===== src/rtl/staa_pkg.sv =====
// ----------------------------------------------------------------------------
// staa_pkg
// shared constants, types and helpers of the sensor table aging core
// ----------------------------------------------------------------------------
`timescale 1ns / 1ps
package staa_pkg;

   localparam int unsigned TABLE_DEPTH_DEF = 16;
   localparam logic [15:0] EXPIRY_RESET    = 16'd60;
   localparam logic        CMD_STORE       = 1'b0;
   localparam logic        CMD_QUERY       = 1'b1;

   typedef enum logic [2:0] {
      ST_IDLE,
      ST_SCAN,
      ST_INSERT,
      ST_DIV,
      ST_DONE
   } state_type;

   // age = now - stamp, never wraps; negative age is never expired
   function automatic logic is_expired(input logic [31:0] now, input logic [31:0] stamp,
                                       input logic [15:0] limit);
      logic signed [33:0] age;
      begin
         age = $signed({{2{now[31]}}, now}) - $signed({{2{stamp[31]}}, stamp});
         is_expired = age > $signed({18'd0, limit});
      end
   endfunction

endpackage


===== src/rtl/sensor_table_aging_average_core.sv =====
// ----------------------------------------------------------------------------
// sensor_table_aging_average_core
// slot table with expiry, update or insert, and mean of live temperatures
// ----------------------------------------------------------------------------
// channel | dir | tdata / data fields (low bit up)                  | tuser
// req     | in  | node_address, temperature, sample_time, current_time | cmd
// rsp     | out | mean_temp, live_count, update_dropped, zero pad     | -
// csr     | in  | expiry_seconds                                     | -
//
// one word passes the memory scan (read then evaluate, one slot a cycle),
// insert, the bit-serial divider (load, then one bit a cycle) and the
// result load, and then goes back to idle.
// reset clears the valid bits at once; slot data needs no clearing.
// req is taken while a result waits; a stalled rsp holds the next result.
`timescale 1ns / 1ps
module sensor_table_aging_average_core #(
   parameter int unsigned TABLE_DEPTH = staa_pkg::TABLE_DEPTH_DEF
) (
   input  logic         clock,
   input  logic         reset,
   input  logic         req_tvalid,
   output logic         req_tready,
   input  logic [127:0] req_tdata,  // node_address, temperature, sample_time, current_time
   input  logic [0:0]   req_tuser,  // cmd
   output logic         rsp_tvalid,
   input  logic         rsp_tready,
   output logic [39:0]  rsp_tdata,  // mean_temp, live_count, update_dropped, pad
   input  logic         csr_valid,
   output logic         csr_ready,
   input  logic [15:0]  csr_data    // expiry_seconds
);
   import staa_pkg::*;

   localparam int unsigned IW  = (TABLE_DEPTH > 1) ? $clog2(TABLE_DEPTH) : 1;
   localparam int unsigned CNW = $clog2(TABLE_DEPTH + 1);
   localparam int unsigned SW  = 32 + IW + 1;
   localparam int unsigned DCW = $clog2(SW + 1);

   logic [95:0] mem [TABLE_DEPTH];
   logic [95:0] rdata_ff;
   logic        we;
   logic [IW-1:0] waddr;
   logic [95:0] wdata;
   logic [IW-1:0] raddr;

   state_type state_ff, state_in;
   logic [TABLE_DEPTH-1:0] valid_ff, valid_in;
   logic [15:0]   expiry_ff, expiry_in;
   logic          cmd_ff, cmd_in;
   logic [31:0]   addr_ff, addr_in, temp_ff, temp_in, stime_ff, stime_in, now_ff, now_in;
   logic [CNW-1:0] cnt_ff, cnt_in, live_ff, live_in;
   logic signed [SW-1:0] sum_ff, sum_in;
   logic          matched_ff, matched_in, free_ok_ff, free_ok_in, drop_ff, drop_in;
   logic [IW-1:0] free_idx_ff, free_idx_in;
   logic [SW-1:0] dvd_ff, dvd_in;
   logic [CNW:0]  rem_ff, rem_in;
   logic [DCW-1:0] step_ff, step_in;
   logic          neg_ff, neg_in;
   logic          rsp_valid_ff, rsp_valid_in;
   logic [39:0]   rsp_data_ff, rsp_data_in;

   logic [IW-1:0] eidx;
   logic [CNW-1:0] cnt_m1;
   logic          e_valid, e_exp, e_match, new_exp;
   logic [CNW:0]  rem_sh;
   logic [31:0]   quo;
   logic [SW-1:0] sum_mag;

   assign csr_ready  = 1'b1;
   assign req_tready = (state_ff == ST_IDLE);
   assign rsp_tvalid = rsp_valid_ff;
   assign rsp_tdata  = rsp_data_ff;

   assign cnt_m1  = cnt_ff - 1'b1;
   assign eidx    = cnt_m1[IW-1:0];
   assign raddr   = cnt_ff[IW-1:0];
   assign e_valid = valid_ff[eidx];
   assign e_exp   = is_expired(now_ff, rdata_ff[95:64], expiry_ff);
   assign e_match = (rdata_ff[31:0] == addr_ff);
   assign new_exp = is_expired(now_ff, stime_ff, expiry_ff);
   assign rem_sh  = {rem_ff[CNW-1:0], dvd_ff[SW-1]};
   assign sum_mag = sum_ff[SW-1] ? SW'(-sum_ff) : SW'(sum_ff);
   assign quo     = neg_ff ? 32'(-dvd_ff) : dvd_ff[31:0];

   always_ff @(posedge clock) begin
      if (we) begin
         mem[waddr] <= wdata;
      end
      rdata_ff <= mem[raddr];
   end

   always_comb begin
      state_in    = state_ff;
      valid_in    = valid_ff;
      expiry_in   = expiry_ff;
      cmd_in      = cmd_ff;
      addr_in     = addr_ff;
      temp_in     = temp_ff;
      stime_in    = stime_ff;
      now_in      = now_ff;
      cnt_in      = cnt_ff;
      live_in     = live_ff;
      sum_in      = sum_ff;
      matched_in  = matched_ff;
      free_ok_in  = free_ok_ff;
      free_idx_in = free_idx_ff;
      drop_in     = drop_ff;
      dvd_in      = dvd_ff;
      rem_in      = rem_ff;
      step_in     = step_ff;
      neg_in      = neg_ff;
      rsp_valid_in = rsp_valid_ff;
      rsp_data_in  = rsp_data_ff;
      we    = 1'b0;
      waddr = eidx;
      wdata = {stime_ff, temp_ff, addr_ff};

      if (csr_valid) begin
         expiry_in = csr_data;
      end
      if (rsp_valid_ff && rsp_tready) begin
         rsp_valid_in = 1'b0;
      end

      unique case (state_ff)
         ST_IDLE: begin
            if (req_tvalid) begin
               cmd_in     = req_tuser[0];
               addr_in    = req_tdata[31:0];
               temp_in    = req_tdata[63:32];
               stime_in   = req_tdata[95:64];
               now_in     = req_tdata[127:96];
               cnt_in     = '0;
               live_in    = '0;
               sum_in     = '0;
               matched_in = 1'b0;
               free_ok_in = 1'b0;
               free_idx_in = '0;
               drop_in    = 1'b0;
               state_in   = ST_SCAN;
            end
         end
         ST_SCAN: begin
            if (cnt_ff != '0) begin
               if (cmd_ff == CMD_STORE) begin
                  if (e_valid && e_exp) begin
                     valid_in[eidx] = 1'b0;
                  end else if (e_valid && e_match) begin
                     we = 1'b1;
                     matched_in = 1'b1;
                  end
                  if ((!e_valid || e_exp) && !free_ok_in) begin
                     free_ok_in  = 1'b1;
                     free_idx_in = eidx;
                  end
               end
               if (e_valid && !e_exp) begin
                  if (cmd_ff == CMD_STORE && e_match) begin
                     if (!new_exp) begin
                        live_in = live_in + 1'b1;
                        sum_in  = sum_in + SW'($signed(temp_ff));
                     end
                  end else begin
                     live_in = live_in + 1'b1;
                     sum_in  = sum_in + SW'($signed(rdata_ff[63:32]));
                  end
               end
            end
            if (cnt_ff == CNW'(TABLE_DEPTH)) begin
               state_in = ST_INSERT;
            end else begin
               cnt_in = cnt_ff + 1'b1;
            end
         end
         ST_INSERT: begin
            if (cmd_ff == CMD_STORE && !matched_ff) begin
               if (free_ok_ff) begin
                  we    = 1'b1;
                  waddr = free_idx_ff;
                  valid_in[free_idx_ff] = 1'b1;
                  if (!new_exp) begin
                     live_in = live_ff + 1'b1;
                     sum_in  = sum_ff + SW'($signed(temp_ff));
                  end
               end else begin
                  drop_in = 1'b1;
               end
            end
            step_in  = '0;
            state_in = ST_DIV;
         end
         ST_DIV: begin
            if (step_ff == '0) begin
               dvd_in  = sum_mag;
               neg_in  = sum_ff[SW-1];
               rem_in  = '0;
               step_in = step_ff + 1'b1;
               if (live_ff == '0) begin
                  dvd_in   = '0;
                  neg_in   = 1'b0;
                  state_in = ST_DONE;
               end
            end else begin
               if (rem_sh >= {1'b0, live_ff}) begin
                  rem_in = rem_sh - {1'b0, live_ff};
                  dvd_in = {dvd_ff[SW-2:0], 1'b1};
               end else begin
                  rem_in = rem_sh;
                  dvd_in = {dvd_ff[SW-2:0], 1'b0};
               end
               if (step_ff == DCW'(SW)) begin
                  state_in = ST_DONE;
               end else begin
                  step_in = step_ff + 1'b1;
               end
            end
         end
         ST_DONE: begin
            if (!rsp_valid_ff || rsp_tready) begin
               rsp_valid_in = 1'b1;
               rsp_data_in  = {2'b00, drop_ff, 5'(live_ff), quo};
               state_in     = ST_IDLE;
            end
         end
         default: state_in = ST_IDLE;
      endcase
   end

   always_ff @(posedge clock) begin
      if (reset) begin
         state_ff     <= ST_IDLE;
         valid_ff     <= '0;
         expiry_ff    <= EXPIRY_RESET;
         rsp_valid_ff <= 1'b0;
      end else begin
         state_ff     <= state_in;
         valid_ff     <= valid_in;
         expiry_ff    <= expiry_in;
         rsp_valid_ff <= rsp_valid_in;
      end
      cmd_ff      <= cmd_in;
      addr_ff     <= addr_in;
      temp_ff     <= temp_in;
      stime_ff    <= stime_in;
      now_ff      <= now_in;
      cnt_ff      <= cnt_in;
      live_ff     <= live_in;
      sum_ff      <= sum_in;
      matched_ff  <= matched_in;
      free_ok_ff  <= free_ok_in;
      free_idx_ff <= free_idx_in;
      drop_ff     <= drop_in;
      dvd_ff      <= dvd_in;
      rem_ff      <= rem_in;
      step_ff     <= step_in;
      neg_ff      <= neg_in;
      rsp_data_ff <= rsp_data_in;
   end

endmodule


===== config.mk =====
export PLATFORM = sky130hd
export DESIGN_NAME = sensor_table_aging_average_core
export DESIGN_NICKNAME = d
export VERILOG_FILES = /design/src/rtl/staa_pkg.sv /design/src/rtl/sensor_table_aging_average_core.sv
export SDC_FILE = /design/constraint.sdc
export NUM_CORES = 2
export LEC_CHECK = 0
export BUFFER_PORTS_ARGS = -buffer_cell sky130_fd_sc_hd__buf_2
export CAP_MARGIN = 20
export CORE_MARGIN = 2
export CORE_UTILIZATION = 60
export CTS_CLUSTER_DIAMETER = 100
export DETAILED_ROUTE_END_ITERATION = 8
export PLACE_DENSITY_LB_ADDON = 0.08
export SETUP_SLACK_MARGIN = 0.4
export SLEW_MARGIN = 20
export SYNTH_ARGS = -nofsm -noshare
export SYNTH_HDL_FRONTEND = slang
export SYNTH_SLANG_ARGS = --single-unit

===== constraint.sdc =====
create_clock -name clock -period 11.95 [get_ports clock]
set_input_delay 2.39 -clock clock [delete_from_list [all_inputs] [get_ports clock]]
set_output_delay 2.39 -clock clock [all_outputs]
set_load 0.05 [all_outputs]

==> metrics <==
run status completed; commonest cells after routing, fill and taps aside 1,806 x edfxtp_1, 459 x mux4_2, 193 x clkbuf_16, 189 x buf_2, 185 x ha_1; largest fanout on the critical path 45; RSZ-0062 raised after global routing false; setup TNS 0 ns; WS Path Type reg2reg; startpoint of the worst hold path drop_ff; largest area contributor in the netlist edfxtp_1; Synth Register Bits a little under 2,000; Initial Utilization 60.2%; worst setup margin approximately 4 ns; Worst path top cell family by delay compound AO/OA/AOI/OAI gates; Bufs and invs on worst path 3; HP Class reg2reg; DRT iter0 DRCs between 4,000 and 5,000; GPL Wtd Cong a little over 0.9; Mapped Area 81,300 um2; pin count of the biggest net entering global routing about 140; Final Slew Violations 0; initial antenna violation count 9; power share of the sequential group approximately two fifths; layout cells sized above 1 a little over a fifth; LEAKAGE a little over 30 nW; worst hold margin roughly 0.43 ns; worst path required time 12.40 ns; P_sw ~6.3 mW; Top Ports between 150 and 200; Avg WL per Cell ~27 um; vias in the first global route 43,300; gr ovfl total 0; Power, Total a little over 20 mW; Max-slew headroom 26.4%; die width 372 um; fin crit period roughly 7.8 ns; Post-Route Utilization roughly two thirds; Clock Sinks between 1,500 and 2,000; MaxCap Viol Count 0; Antenna Nets Post-Route 0; CP arrival 8.29 ns; diode count 0; CP startpoint kind flop; Seq/Total Area, Yosys between 60% and 70%; Vias 43,000; P&R area growth vs syn 11.9%; Syn Inst Count approximately 4,500; Final Hold Viols 0; most used cell, CP a21oi_1; largest cells by area after synthesis edfxtp_1 67%, mux4_2 13%, dfxtp_1 3.3%, ha_1 2.8%, xnor2_1 1.4%; All-Layer GR Usage between 20% and 30%; crit end category flop; Worst-Skew Late Latency 0.84 ns; number of distinct library cells after synthesis between 80 and 90; 1st-pass router iterations 7; switching share of power 30.9%; DP HPWL between 100,000 and 150,000 um; most common cell after layout, fill and taps aside edfxtp_1; worst vdd ir between 150 and 200 uV; Ys Warns 0; Place WS just over 4 ns; Fmax 128 MHz; first-pass GRT wire length 276,000 um; cell internal pwr 14.0 mW; clk buf depth 3; # DRC 0; Final nets about 5,000; ys async rst share 0%; Post-synth EDFFs about 1,800; CTS-repair resized insts 0; cts hold-fix bufs 0; Port Buffers approximately 190; die area between 100,000 and 150,000 um2; ys flop type edfxtp_1; mean post-synth cell area approximately 18 um2; Clock power frac 29.7%; cells on worst reg2reg path 25; core area around 130,000 um2; Hold Path Cell Cnt 0; Min-Delay Endpoint rsp_tdata[37]; slowest cell on the critical path buf_4; Critical R2R Launch now_ff[0]; Cell Rows 135; Finish-stage setup viols 0; worst-margin pin slew 1.10 ns; register clock-pin slew on the reported worst setup and hold paths approximately 0.06 ns; power per cell area 223 nW/um2; post-synth top area share between 60% and 70%; worst r2r dst mem[13][20]; Crit path largest cell delay approximately 0.77 ns; root buffer cell clkbuf_16; register-to-register path setup slack about 4.1 ns; routed wire length around 180,000 um; combinational share of power between 20 and 30%; Num CTS Buffers around 190; htree depth 4; post-route clock period utilization roughly two thirds; clk_skew 0.0538 ns; Die Y-Extent between 300 and 400 um; CTS tree built; post-CTS setup buffers 0; Via-to-Cell Ratio ~6.4
[how the worst max path moves through the flow]
stage                     slack [ns]           to  depth (start not counted)  startpoint
after floorplan                 2.64   mem[12][0]                         23   now_ff[0]
after global placement          4.37  mem[13][23]                         25   now_ff[0]
after detailed placement        4.12  mem[13][19]                         25   now_ff[0]
after CTS                       4.10  mem[13][20]                         25   now_ff[0]
after global routing            3.60  mem[13][20]                         25   now_ff[0]
final                           4.11  mem[13][20]                         25   now_ff[0]
[kinds of logic (layout without fill, tap and decap cells)]
family          count (synthesis)  in the layout  synth area share, %
compound gates                711            711                 5.67
xor+xnor                      214            214                 2.31
fa+ha+maj                     190            190                 2.97
buf+inv                       332            765                 1.57
flops                        1938           1938                 70.0
mux                           536            536                 13.7
other cells                     2              3              0.00924
simple gates                  617            617                 3.78
[through the flow]
stage          area, um2  std cells
2_1_floorplan      81300       4541
3_3_place_gp       84500       6392
3_5_place_dp       84500       6392
4_1_cts            90900       6755
5_1_grt            90900       6755
6_report           90900       6755
[power by group through the flow]
| stage | Clock (mW) | Sequential, mW | Combinational (mW) |
|---|---|---|---|
| after global placement | 0 | 8.64 | 5.72 |
| after CTS | 6.13 | 8.52 | 5.79 |
| final | 6.03 | 8.52 | 5.77 |
| after floorplan | 0 | 8.44 | 4.33 |
| after global routing | 6.38 | 8.58 | 6.28 |
| after detailed placement | 0 | 8.66 | 5.74 |
[registers in the layout, indices dropped and copies added, names as in the netlist, 37 cells and up]
signal,count
rsp_tdata,38
dvd_ff,37
mem,1536
sum_ff,37
rdata_ff,96
[per-layer routing]
metal,share of wire (%),GRT usage (%)
met1,42,39.1
met2,48,43.5
met3,7.0,4.29
met4,2.7,8.17
met5,0.022,0
[layout make-up]
cell class / count / area (um2)
Clock buffer: 254 / 5190
Fill cell: 8982 / 44000
Timing Repair Buffer: 260 / 1590
Clock inverter: 109 / 1190
Sequential cell: 1938 / 56900
Multi-Input combinational cell: 2271 / 23300
Inverter: 142 / 548
Tap cell: 1781 / 2230
[synth_stat cells (all sizes together), types with 21 or more instances]
cell,n
o21a,24
edfxtp,1806
buf,48
nor3,33
o211ai,34
nand2,174
a31oi,32
a21oi,182
o31ai,26
dfxtp,132
a211oi,22
o22ai,34
o21ai,153
and3,22
xor2,86
nor2b,24
inv,141
xnor2,128
nand4,40
a21o,78
nor2,152
o21bai,21
nand2b,25
nand3,37
or4,23
mux2i,60
ha,185
clkbuf,142
mux4,459
[worst register-to-register path, cell delays in order (launching register included)]
cell and delay, ns:
edfxtp_1 0.34, inv_1 0.07, ha_1 0.22, fa_1 0.43, nor2b_1 0.17, o21ai_1 0.11, a21oi_1 0.22, o2111ai_1 0.34
a21oi_1 0.39, o21ai_0 0.16, a21oi_1 0.23, o21a_1 0.13, nor2_1 0.05, xnor2_1 0.13, ha_1 0.30, a21o_1 0.19
a21oi_1 0.18, nand4_1 0.13, a22oi_1 0.18, nand4b_1 0.15, nor4_2 0.61, a21bo_2 0.27, nand4_1 0.40, a21oi_4 0.60
buf_4 0.69, buf_4 0.79
No activity file was read; power rests on OpenSTA's default activity.
